File: config.mk
export PLATFORM = sky130hd
export DESIGN_NAME = ppm_cell
export DESIGN_NICKNAME = d
export VERILOG_FILES = /design/src/rtl/core/ppm_pkg.sv /design/src/rtl/core/ppm_cell.sv
export SDC_FILE = /design/constraint.sdc
export NUM_CORES = 1
export LEC_CHECK = 0
export ABC_AREA = 0
export BUFFER_PORTS_ARGS = -buffer_cell sky130_fd_sc_hd__buf_4
export CAP_MARGIN = 5
export CORE_MARGIN = 2
export CORE_UTILIZATION = 45
export CTS_CLUSTER_SIZE = 28
export DETAILED_ROUTE_END_ITERATION = 10
export HOLD_SLACK_MARGIN = 0.1
export PLACE_DENSITY = 0.75
export SLEW_MARGIN = 0
export SYNTH_ARGS = -nofsm -noshare
export SYNTH_HDL_FRONTEND = slang
export SYNTH_SLANG_ARGS = --single-unit
File: constraint.sdc
create_clock -name i_clk -period 8.4 [get_ports i_clk]
set_input_delay 1.68 -clock i_clk [delete_from_list [all_inputs] [get_ports i_clk]]
set_output_delay 1.68 -clock i_clk [all_outputs]
set_load 0.01 [all_outputs]
File: src/rtl/core/ppm_pkg.sv
// ----------------------------------------------------------------------------
// ppm_pkg
// Types, register indexes and helpers shared by the point mapper.
// ----------------------------------------------------------------------------
package ppm_pkg;

    localparam int NUM_W   = 66;
    localparam int COEF_W  = 48;
    localparam int QW      = 17;
    localparam int OUT_W   = 16;
    localparam int CIDX_W  = 3;
    localparam int CDATA_W = 64;

    typedef enum logic [CIDX_W-1:0] {
        REG_X_GAIN_X = 3'd0,
        REG_X_GAIN_Y = 3'd1,
        REG_Y_GAIN_X = 3'd2,
        REG_Y_GAIN_Y = 3'd3,
        REG_PERSP_X  = 3'd4,
        REG_PERSP_Y  = 3'd5,
        REG_DEN_BASE = 3'd6,
        REG_OFFSETS  = 3'd7
    } t_reg_idx;

    typedef struct packed {
        logic signed [COEF_W-1:0] xgx;
        logic signed [COEF_W-1:0] xgy;
        logic signed [COEF_W-1:0] ygx;
        logic signed [COEF_W-1:0] ygy;
        logic signed [COEF_W-1:0] px;
        logic signed [COEF_W-1:0] py;
        logic signed [COEF_W-1:0] base;
        logic [CDATA_W-1:0]       offs;
    } t_coefs;

    typedef struct packed {
        logic [NUM_W-1:0] nx;
        logic [NUM_W-1:0] ny;
        logic [NUM_W-1:0] dm;
        logic             negx;
        logic             negy;
        logic             zero;
        logic             last;
        logic [QW-1:0]    qx;
        logic [QW-1:0]    qy;
    } t_div;

    // Returns {saturated, value} for a quotient magnitude and its sign.
    function automatic logic [OUT_W:0] clamp(input logic [QW-1:0] q, input logic neg);
        logic [OUT_W:0] r;
        if (neg) begin
            if (q > QW'(32768)) r = {1'b1, 16'h8000};
            else r = {1'b0, 16'(~q[OUT_W-1:0] + 16'd1)};
        end else begin
            if (q > QW'(32767)) r = {1'b1, 16'h7fff};
            else r = {1'b0, q[OUT_W-1:0]};
        end
        return r;
    endfunction

endpackage

File: src/rtl/core/ppm_cell.sv
// ----------------------------------------------------------------------------
// ppm_cell
// One restoring division step for both numerators against the shared divisor.
// ----------------------------------------------------------------------------
module ppm_cell #(
    parameter int SHIFT = 0
) (
    input  logic          i_clk,
    input  logic          i_rst_n,
    input  logic          i_valid,
    output logic          o_ready,
    input  ppm_pkg::t_div i_d,
    output logic          o_valid,
    input  logic          i_ready,
    output ppm_pkg::t_div o_d
);
    localparam int NW = ppm_pkg::NUM_W;
    localparam int WW = NW + ppm_pkg::QW;

    logic          r_valid;
    ppm_pkg::t_div r_d, n_d;
    logic [WW-1:0] dsh, wx, wy;
    logic          gex, gey;

    assign o_ready = !r_valid || i_ready;
    assign o_valid = r_valid;
    assign o_d     = r_d;

    always_comb begin
        dsh     = WW'(i_d.dm) << SHIFT;
        wx      = WW'(i_d.nx);
        wy      = WW'(i_d.ny);
        gex     = (wx >= dsh);
        gey     = (wy >= dsh);
        n_d     = i_d;
        n_d.nx  = gex ? NW'(wx - dsh) : i_d.nx;
        n_d.ny  = gey ? NW'(wy - dsh) : i_d.ny;
        n_d.qx  = {i_d.qx[ppm_pkg::QW-2:0], gex};
        n_d.qy  = {i_d.qy[ppm_pkg::QW-2:0], gey};
    end

    always_ff @(posedge i_clk) begin
        if (!i_rst_n) begin
            r_valid <= 1'b0;
        end else if (o_ready) begin
            r_valid <= i_valid;
        end
        if (o_ready && i_valid) r_d <= n_d;
    end
endmodule

**Word level (Yosys, flattened, before mapping)**

Cells that the tools add are included.

- Register bits: 237
- Input port bits: 240
- Output and inout bits: 238
- Word-level logic and storage cells: 19

- Add/sub/neg operators: 2
- Order comparisons: 2
- Mux-type cells: 2
- Reduce and logical (&&, ||, !) cells: 3

Operators with widths:

| cell | count |
|---|---|
| greater-or-equal comparator 66 bit | 2 |
| 2-to-1 mux 66 bit | 2 |
| subtractor 66 bit | 2 |
| logical AND 1 bit | 1 |
| logical NOT 1 bit | 1 |
| logical OR 1 bit | 1 |

**Longest topological paths before layout**

Gate-level depths: netlist of run 1.

- Word-level depth: 3
- Depth in mapped cells: 17
- Gate-level depth less buffers: 15

**Worst setup path before layout of run 1**

Ideal clock, no wire load.

- Kind: in2reg
- From: in i_ready
- To: reg r_d, in the netlist o_d[0] (enable)
- Setup time: 0.627 ns
- Data arrival time: 7.264 ns
- Data required time: 7.773 ns
- Slack: 0.509 ns
- Stages: 2
- Buffers on the path: 0
- Cells stage by stage: nand2b_1 -> and2_1

- Word-level cells in the longest chain between the ends: 2

RTL lines:

| what | RTL line | source |
|---|---|---|
| start, declared | ppm_cell.sv:14 | `input logic i_ready,` |
| logical OR 1 bit | ppm_cell.sv:25 | `assign o_ready = !r_valid \|\| i_ready;` |
| logical AND 1 bit | ppm_cell.sv:48 | `if (o_ready && i_valid) r_d <= n_d;` |
| end signal, assigned | ppm_cell.sv:48 |  |
| end, declared | ppm_cell.sv:21 | `ppm_pkg::t_div r_d, n_d;` |

Every way passes these cells.
A chain may end at the register's enable or synchronous reset.

==> run_summary.xml, run 1 <==
<?xml version="1.0" encoding="UTF-8"?>
<metrics>
  <group name="sta">
    <metric name="layout_worst_path_cycle_share" unit="%">73.1</metric>
    <metric name="final.min_clock_period" unit="ps">6140</metric>
    <metric name="fin_worst_hold_slack" unit="ps">591</metric>
    <metric name="setup_ws" unit="ps">2260</metric>
    <metric name="report.final.slew_viol_count" unit="">0</metric>
    <metric name="final_count_of_hold_timing_violations" unit="">0</metric>
    <metric name="rsz0062_at_grt" unit="">no</metric>
    <metric name="final.setup_skew" unit="ps">20.8</metric>
    <metric name="fmax" unit="MHz">163</metric>
    <metric name="slew-limit-headroom" unit="%">3.99</metric>
    <metric name="worst-slew-pin-transition" unit="ps">1440</metric>
    <metric name="finalSetupViolations" unit="">0</metric>
    <metric name="final_layout_setup_total_negative_slack" unit="ps">0</metric>
  </group>
  <group name="synth">
    <metric name="ys.flop_type" unit="">sky130_fd_sc_hd__edfxtp_1</metric>
    <metric name="synth.largest_area_cell" unit="">sky130_fd_sc_hd__edfxtp_1</metric>
    <metric name="ys_seq_elements" unit="">237</metric>
    <metric name="postSynthAreaPerCell" unit="µm²">9.68</metric>
    <metric name="synth.area.top_cells" unit="">sky130_fd_sc_hd__edfxtp_1 42%, sky130_fd_sc_hd__ha_1 9.8%, sky130_fd_sc_hd__a21oi_1 6.4%</metric>
    <metric name="yosys.cell_count.top_type" unit="">sky130_fd_sc_hd__edfxtp_1</metric>
    <metric name="yosys_warnings" unit="">0</metric>
    <metric name="postSynthCellCount" unit="">1748</metric>
    <metric name="netlist.area_leader.share" unit="%">41.9</metric>
    <metric name="synth_mux_area_share" unit="%">4.05</metric>
    <metric name="syn-cell-area" unit="µm²">16900</metric>
    <metric name="synth-simple-area-share" unit="%">12.7</metric>
    <metric name="yosys.cell_types.count" unit="">75</metric>
    <metric name="asyncSetResetFlopFracSynth" unit="%">0</metric>
    <metric name="synth-xor-area-share" unit="%">6.06</metric>
    <metric name="synth-edff-count" unit="">236</metric>
    <metric name="synthAdderAreaFrac" unit="%">10.0</metric>
    <metric name="synth_compound_area_share" unit="%">20.5</metric>
    <metric name="synth_top_cells_by_count" unit="">236 x sky130_fd_sc_hd__edfxtp_1, 216 x sky130_fd_sc_hd__a21oi_1, 132 x sky130_fd_sc_hd__ha_1</metric>
    <metric name="mappedNetlistNets" unit="">2122</metric>
    <metric name="synth.yosys.seq_area_share" unit="%">42.0</metric>
    <metric name="dominant_combinational_cell_family_by_area_after_synthesis" unit="">compound AO/OA/AOI/OAI gates</metric>
  </group>
  <group name="clock_network">
    <metric name="clkLatencyLatePin" unit="ps">560</metric>
    <metric name="clock-sinks" unit="">237</metric>
    <metric name="cts.root.buffer_cell" unit="">sky130_fd_sc_hd__clkbuf_16</metric>
    <metric name="post_cts_resize_count" unit="">0</metric>
    <metric name="max-clock-path-buffers" unit="">3</metric>
    <metric name="tritoncts" unit="">done</metric>
    <metric name="buffers_inserted_by_post_cts_timing_repair" unit="">0</metric>
    <metric name="h-tree-depth" unit="">1</metric>
    <metric name="cts_hold_buffers" unit="">0</metric>
    <metric name="numCtsBuffers" unit="">28</metric>
    <metric name="clk_pin_slew_worst_paths" unit="ps">60</metric>
  </group>
  <group name="detailed_routing">
    <metric name="number_of_remaining_drc_errors" unit="">0</metric>
    <metric name="final_antenna_net_count" unit="">0</metric>
    <metric name="via_per_inst" unit="">5.75</metric>
    <metric name="routed_wl" unit="µm">56800</metric>
    <metric name="initialDrtViolationCount" unit="">1002</metric>
    <metric name="detail_route.first_pass.iterations" unit="">6</metric>
    <metric name="wire_per_inst" unit="µm">21.2</metric>
    <metric name="via_count" unit="">15400</metric>
  </group>
  <group name="setup_path">
    <metric name="worst_ep_required_time" unit="ps">8690</metric>
    <metric name="timing.critical_path.mode_cell" unit="">sky130_fd_sc_hd__inv_1</metric>
    <metric name="setup.worst_path.class" unit="">input pin to register</metric>
    <metric name="timing.rr.start" unit="">o_valid</metric>
    <metric name="worst_path_largest_cell_delay" unit="ps">790</metric>
    <metric name="path_delay_family" unit="">compound AO/OA/AOI/OAI gates</metric>
    <metric name="crit_arrival" unit="ps">6440</metric>
    <metric name="endpoint_kind" unit="">register</metric>
    <metric name="critical_path.startpoint_type" unit="">input pin</metric>
    <metric name="path_max_fanout" unit="">41</metric>
    <metric name="cp_cell_instances" unit="">buf_4 &gt; inv_1 &gt; ha_1 &gt; inv_1 &gt; fa_1 &gt; a21o_1 &gt; a31o_2 &gt; o2111ai_4 &gt; a31oi_4 &gt; a41oi_2 &gt; or3_4 &gt; a211oi_2 &gt; o31ai_2 &gt; and2_2 &gt; buf_12 &gt; mux2_2</metric>
    <metric name="terminus_of_the_critical_flop_to_flop_path" unit="">o_d[180]</metric>
    <metric name="critical-path-slowest-cell" unit="">sky130_fd_sc_hd__and2_2</metric>
    <metric name="worst-r2r-cell-count" unit="">3</metric>
    <metric name="cp.buffers_inverters" unit="">4</metric>
    <metric name="worst-r2r-setup-slack" unit="ps">5890</metric>
  </group>
  <group name="die">
    <metric name="initial_core_util" unit="%">45.4</metric>
    <metric name="design.die.area" unit="µm²">39200</metric>
    <metric name="ios" unit="">478</metric>
    <metric name="fp.dieH" unit="µm">198</metric>
    <metric name="core_region_area" unit="µm²">37300</metric>
    <metric name="die_width" unit="µm">198</metric>
    <metric name="rows" unit="">71</metric>
  </group>
  <group name="global_route">
    <metric name="grt_overflow_total" unit="">0</metric>
    <metric name="track_usage" unit="%">28.0</metric>
    <metric name="first_global_vias" unit="">14900</metric>
    <metric name="grt_antenna_before_repair" unit="">1</metric>
    <metric name="grt_first_pass_wirelength" unit="µm">84700</metric>
    <metric name="grt_max_degree" unit="">192</metric>
  </group>
  <group name="placed_design">
    <metric name="final_weighted_congestion_in_routability_driven_placement" unit="">0.981</metric>
    <metric name="io_buffer_count" unit="">475</metric>
    <metric name="dp_slack" unit="ps">1710</metric>
    <metric name="place_inst" unit="">2625</metric>
    <metric name="postPlaceCellArea" unit="µm²">20800</metric>
    <metric name="dpl.hpwl" unit="µm">45700</metric>
  </group>
  <group name="cells_and_area">
    <metric name="fin_nets" unit="">2555</metric>
    <metric name="final_design_area_no_fill" unit="µm²">21800</metric>
    <metric name="final-instance-count-excl-fill" unit="">2676</metric>
    <metric name="post-route-util" unit="%">58.3</metric>
    <metric name="layout-area-overhead-vs-synth" unit="%">28.6</metric>
    <metric name="fillCellCount" unit="">3298</metric>
    <metric name="drive_gt1_share" unit="%">26.5</metric>
    <metric name="number_of_antenna_repair_diodes" unit="">0</metric>
  </group>
  <group name="power_and_ir_drop">
    <metric name="post-layout-total-power" unit="mW">3.95</metric>
    <metric name="leakage_dissipation" unit="nW">9.55</metric>
    <metric name="vdd_ir_drop_max" unit="mV">0.165</metric>
    <metric name="power.density_cell_area" unit="nW/µm²">182</metric>
  </group>
  <group name="min_path">
    <metric name="min_path_type" unit="">register to register</metric>
    <metric name="min-delay-start" unit="">o_valid</metric>
    <metric name="hold_path_depth" unit="">2</metric>
    <metric name="min_delay_worst_endpoint" unit="">o_valid</metric>
  </group>
  <group name="run_status">
    <metric name="run_status" unit="">completed</metric>
  </group>
  <group name="run">
    <metric name="drv_cap" unit="">0</metric>
  </group>
</metrics>
==> how the worst max path moves through the flow <==
| stage | end | cells after the start | start |
|---|---|---|---|
| finish | o_d[131] | 16 | i_d[104] |
| global route | o_d[130] | 16 | i_d[104] |
| CTS | o_d[131] | 16 | i_d[104] |
| detailed placement | o_d[135] | 16 | i_d[104] |
| global placement | o_d[124] | 16 | i_d[104] |
| floorplan | o_d[0] | 2 | i_ready |
==> metal layers <==
| layer | up-vias | wire length [µm] | GRT usage [%] |
|---|---|---|---|
| met4 | 2 | 2100 | 10.4 |
| li1 | 7366 | - | - |
| met5 | - | 16 | 0 |
| met1 | 7266 | 24100 | 37.4 |
| met3 | 104 | 4260 | 4.22 |
| met2 | 659 | 26400 | 46.1 |
==> kinds of logic (layout without fill, tap and decap cells) <==
| logic type | after synthesis | after routing |
|---|---|---|
| buffers and inverters | 198 | 652 |
| AO/OA/AOI/OAI | 552 | 552 |
| multiplexers | 61 | 61 |
| adder cells (fa/ha/maj) | 134 | 134 |
| AND/OR/NAND/NOR | 449 | 449 |
| XOR/XNOR | 117 | 117 |
| flip-flops | 237 | 237 |
==> state kept, by name, indices dropped and copies added (netlist names) <==
register	flops
o_valid	1
o_d	236
==> power by group <==
part / internal (mW) / switching [mW]
combinational: 0.529 / 0.682
clock: 0.748 / 0.507
sequential: 1.45 / 0.0362
total: 2.73 / 1.22
==> cell usage in the layout (no fill, tap or decap), drive strengths merged, types with 5 or more instances in the layout <==
cell type / instances
a211oi: 17
a21boi: 8
a21o: 76
a21oi: 217
a221o: 5
a221oi: 5
a31oi: 12
and2: 9
and3: 16
and4: 5
buf: 481
clkbuf: 33
clkinv: 11
edfxtp: 236
ha: 132
inv: 120
mux2: 60
nand2: 124
nand2b: 10
nand3: 27
nand4: 51
nor2: 123
nor2b: 14
nor3: 35
nor4: 9
o211ai: 6
o21a: 20
o21ai: 102
o21bai: 27
o31ai: 13
or2: 8
or3: 6
xnor2: 65
xor2: 52
==> worst min-delay path, stage by stage (launching register included) <==
cell                       delay (ps)
sky130_fd_sc_hd__dfxtp_1          320
sky130_fd_sc_hd__nand2b_1         120
sky130_fd_sc_hd__a21boi_0         100
==> cell type report <==
type,instances,area (µm²),area share [%]
Tap cell,474,593,2.73
Sequential cell,237,7110,32.7
Multi-Input combinational cell,1313,9040,41.5
Clock buffer,33,741,3.40
Inverter,120,450,2.07
Timing Repair Buffer,481,3640,16.7
Clock inverter,18,191,0.880
(Power assumes the default switching activity.)
==> run 2, diff against run 1 <==
- clock period: 8.4 -> 5.9 ns (I/O delays scaled with it)
==> run_summary.xml, run 2 (synthesized netlist as in run 1, its figures left out) <==
<?xml version="1.0" encoding="UTF-8"?>
<metrics>
  <group name="sta">
    <metric name="worst-slew-pin-transition" unit="ps">793</metric>
    <metric name="layout_worst_path_cycle_share" unit="%">78.8</metric>
    <metric name="finalSetupViolations" unit="">0</metric>
    <metric name="rsz0062_at_grt" unit="">no</metric>
    <metric name="final.setup_skew" unit="ps">11.0</metric>
    <metric name="fin_worst_hold_slack" unit="ps">561</metric>
    <metric name="report.final.slew_viol_count" unit="">0</metric>
    <metric name="final.min_clock_period" unit="ps">4650</metric>
    <metric name="final_count_of_hold_timing_violations" unit="">0</metric>
    <metric name="fmax" unit="MHz">215</metric>
    <metric name="final_layout_setup_total_negative_slack" unit="ps">0</metric>
    <metric name="slew-limit-headroom" unit="%">46.7</metric>
  </group>
  <group name="clock_network">
    <metric name="numCtsBuffers" unit="">28</metric>
    <metric name="buffers_inserted_by_post_cts_timing_repair" unit="">0</metric>
    <metric name="tritoncts" unit="">done</metric>
    <metric name="clk_pin_slew_worst_paths" unit="ps">60</metric>
    <metric name="cts.root.buffer_cell" unit="">sky130_fd_sc_hd__clkbuf_16</metric>
    <metric name="clock-sinks" unit="">237</metric>
    <metric name="h-tree-depth" unit="">1</metric>
    <metric name="post_cts_resize_count" unit="">0</metric>
    <metric name="max-clock-path-buffers" unit="">3</metric>
    <metric name="clkLatencyLatePin" unit="ps">560</metric>
    <metric name="cts_hold_buffers" unit="">0</metric>
  </group>
  <group name="placed_design">
    <metric name="dpl.hpwl" unit="µm">45300</metric>
    <metric name="io_buffer_count" unit="">475</metric>
    <metric name="place_inst" unit="">2637</metric>
    <metric name="postPlaceCellArea" unit="µm²">20900</metric>
    <metric name="final_weighted_congestion_in_routability_driven_placement" unit="">0.937</metric>
  </group>
  <group name="setup_path">
    <metric name="crit_arrival" unit="ps">4950</metric>
    <metric name="path_max_fanout" unit="">30</metric>
    <metric name="setup.worst_path.class" unit="">input pin to register</metric>
    <metric name="critical_path.startpoint_type" unit="">input pin</metric>
    <metric name="worst-r2r-setup-slack" unit="ps">3870</metric>
    <metric name="endpoint_kind" unit="">register</metric>
    <metric name="worst_ep_required_time" unit="ps">6200</metric>
  </group>
  <group name="die">
    <metric name="fp.dieH" unit="µm">198</metric>
    <metric name="die_width" unit="µm">198</metric>
    <metric name="rows" unit="">71</metric>
    <metric name="ios" unit="">478</metric>
    <metric name="design.die.area" unit="µm²">39200</metric>
    <metric name="core_region_area" unit="µm²">37300</metric>
    <metric name="initial_core_util" unit="%">45.4</metric>
  </group>
  <group name="detailed_routing">
    <metric name="via_per_inst" unit="">5.70</metric>
    <metric name="final_antenna_net_count" unit="">0</metric>
    <metric name="number_of_remaining_drc_errors" unit="">0</metric>
    <metric name="detail_route.first_pass.iterations" unit="">5</metric>
    <metric name="detailroute.wirelength.met2" unit="µm">26100</metric>
    <metric name="dr_wl_met3" unit="µm">4020</metric>
    <metric name="wire_length_on_met1" unit="µm">24200</metric>
    <metric name="initialDrtViolationCount" unit="">950</metric>
    <metric name="wire_per_inst" unit="µm">20.9</metric>
    <metric name="top_signal_layer_used" unit="">met4</metric>
    <metric name="routed_wl" unit="µm">56200</metric>
    <metric name="via_count" unit="">15300</metric>
  </group>
  <group name="power_and_ir_drop">
    <metric name="p_int" unit="mW">3.95</metric>
    <metric name="p_comb_share" unit="%">30.5</metric>
    <metric name="vdd_ir_drop_max" unit="mV">0.217</metric>
    <metric name="power.density_cell_area" unit="nW/µm²">260</metric>
    <metric name="power_switching" unit="mW">1.75</metric>
    <metric name="p_sw_share" unit="%">30.7</metric>
    <metric name="power_frac_clock" unit="%">32.4</metric>
    <metric name="sequential_share_of_power" unit="%">37.1</metric>
    <metric name="leakage_dissipation" unit="nW">9.63</metric>
  </group>
  <group name="run">
    <metric name="drv_cap" unit="">0</metric>
  </group>
  <group name="cells_and_area">
    <metric name="drive_gt1_share" unit="%">27.1</metric>
    <metric name="final_design_area_no_fill" unit="µm²">21900</metric>
    <metric name="layout_commonest_cell" unit="">sky130_fd_sc_hd__buf_4</metric>
    <metric name="fin_nets" unit="">2567</metric>
    <metric name="layout-area-overhead-vs-synth" unit="%">29.5</metric>
    <metric name="fillCellCount" unit="">3236</metric>
    <metric name="final-instance-count-excl-fill" unit="">2690</metric>
    <metric name="largest_reg_flops" unit="">236</metric>
    <metric name="final_cell_mix" unit="">489 x sky130_fd_sc_hd__buf_4, 236 x sky130_fd_sc_hd__edfxtp_1, 216 x sky130_fd_sc_hd__a21oi_1</metric>
  </group>
  <group name="global_route">
    <metric name="grt_max_degree" unit="">98</metric>
    <metric name="first_global_vias" unit="">14700</metric>
    <metric name="grt_first_pass_wirelength" unit="µm">83400</metric>
    <metric name="track_usage" unit="%">27.6</metric>
    <metric name="grt_overflow_total" unit="">0</metric>
    <metric name="grt_antenna_before_repair" unit="">1</metric>
  </group>
  <group name="min_path">
    <metric name="min_path_type" unit="">register to register</metric>
  </group>
  <group name="run_status">
    <metric name="run_status" unit="">completed</metric>
  </group>
</metrics>
==> run 2: cell types whose count changed in the layout (fill, tap and decap cells not counted), sizes merged <==
cell / change
clkinv: -5
clkbuf: +5
diode: +1
inv: +1
buf: +12
==> run 2: path summary, 6_finish.rpt <==
check,cells after the start,endpoint,start
max,16,o_d[117],i_d[104]
min,2,o_valid,o_valid
min reg2reg,2,o_valid,o_valid
max reg2reg,3,o_d[107],o_valid
==> run 2: critical path, stage by stage <==
cell                        delay [ps]
sky130_fd_sc_hd__buf_4             120
sky130_fd_sc_hd__inv_1              50
sky130_fd_sc_hd__ha_1              180
sky130_fd_sc_hd__inv_1              60
sky130_fd_sc_hd__fa_1              390
sky130_fd_sc_hd__a21o_1            200
sky130_fd_sc_hd__a31o_2            270
sky130_fd_sc_hd__o2111ai_4         280
sky130_fd_sc_hd__a31oi_4           170
sky130_fd_sc_hd__a41oi_2           380
sky130_fd_sc_hd__or3_4             230
sky130_fd_sc_hd__a211oi_2          100
sky130_fd_sc_hd__o31ai_2           260
sky130_fd_sc_hd__and2_2            210
sky130_fd_sc_hd__buf_4             420
sky130_fd_sc_hd__mux2_2            400
==> run 2: area by class of cell <==
| class | count | area (µm²) | share of cell area, % |
|---|---|---|---|
| tap | 474 | 593 | 2.71 |
| clock inverter | 14 | 191 | 0.873 |
| timing repair buffer | 493 | 3750 | 17.1 |
| inverter | 120 | 450 | 2.05 |
| multi-input combinational | 1313 | 9040 | 41.2 |
| clock buffer | 38 | 790 | 3.60 |
| antenna | 1 | 2.50 | 0.0114 |
| sequential | 237 | 7110 | 32.4 |
==> run 2: routing by layer <==
metal	vias to the layer above	GRT usage (%)
li1	7384	-
met1	7239	36.5
met2	622	45.3
met3	91	4.91
met4	0	9.77
met5	-	0
==> run 2: power by group through the flow <==
stage	combinational, mW	sequential [mW]	clock (mW)
global route	1.89	2.13	1.94
CTS	1.72	2.12	1.87
floorplan	0.963	2.23	0
detailed placement	1.71	2.15	0
global placement	1.70	2.15	0
finish	1.74	2.11	1.84
==> run 2: metrics by stage <==
stage / setup slack (ps) / utilization [%] / total power, mW
floorplan: 1180 / - / 3.19
global placement: 730 / 56.1 / 3.84
detailed placement: 701 / 56.1 / 3.86
CTS: 1270 / 58.8 / 5.71
global route: 935 / 58.8 / 5.95
finish: 1250 / 58.8 / 5.70
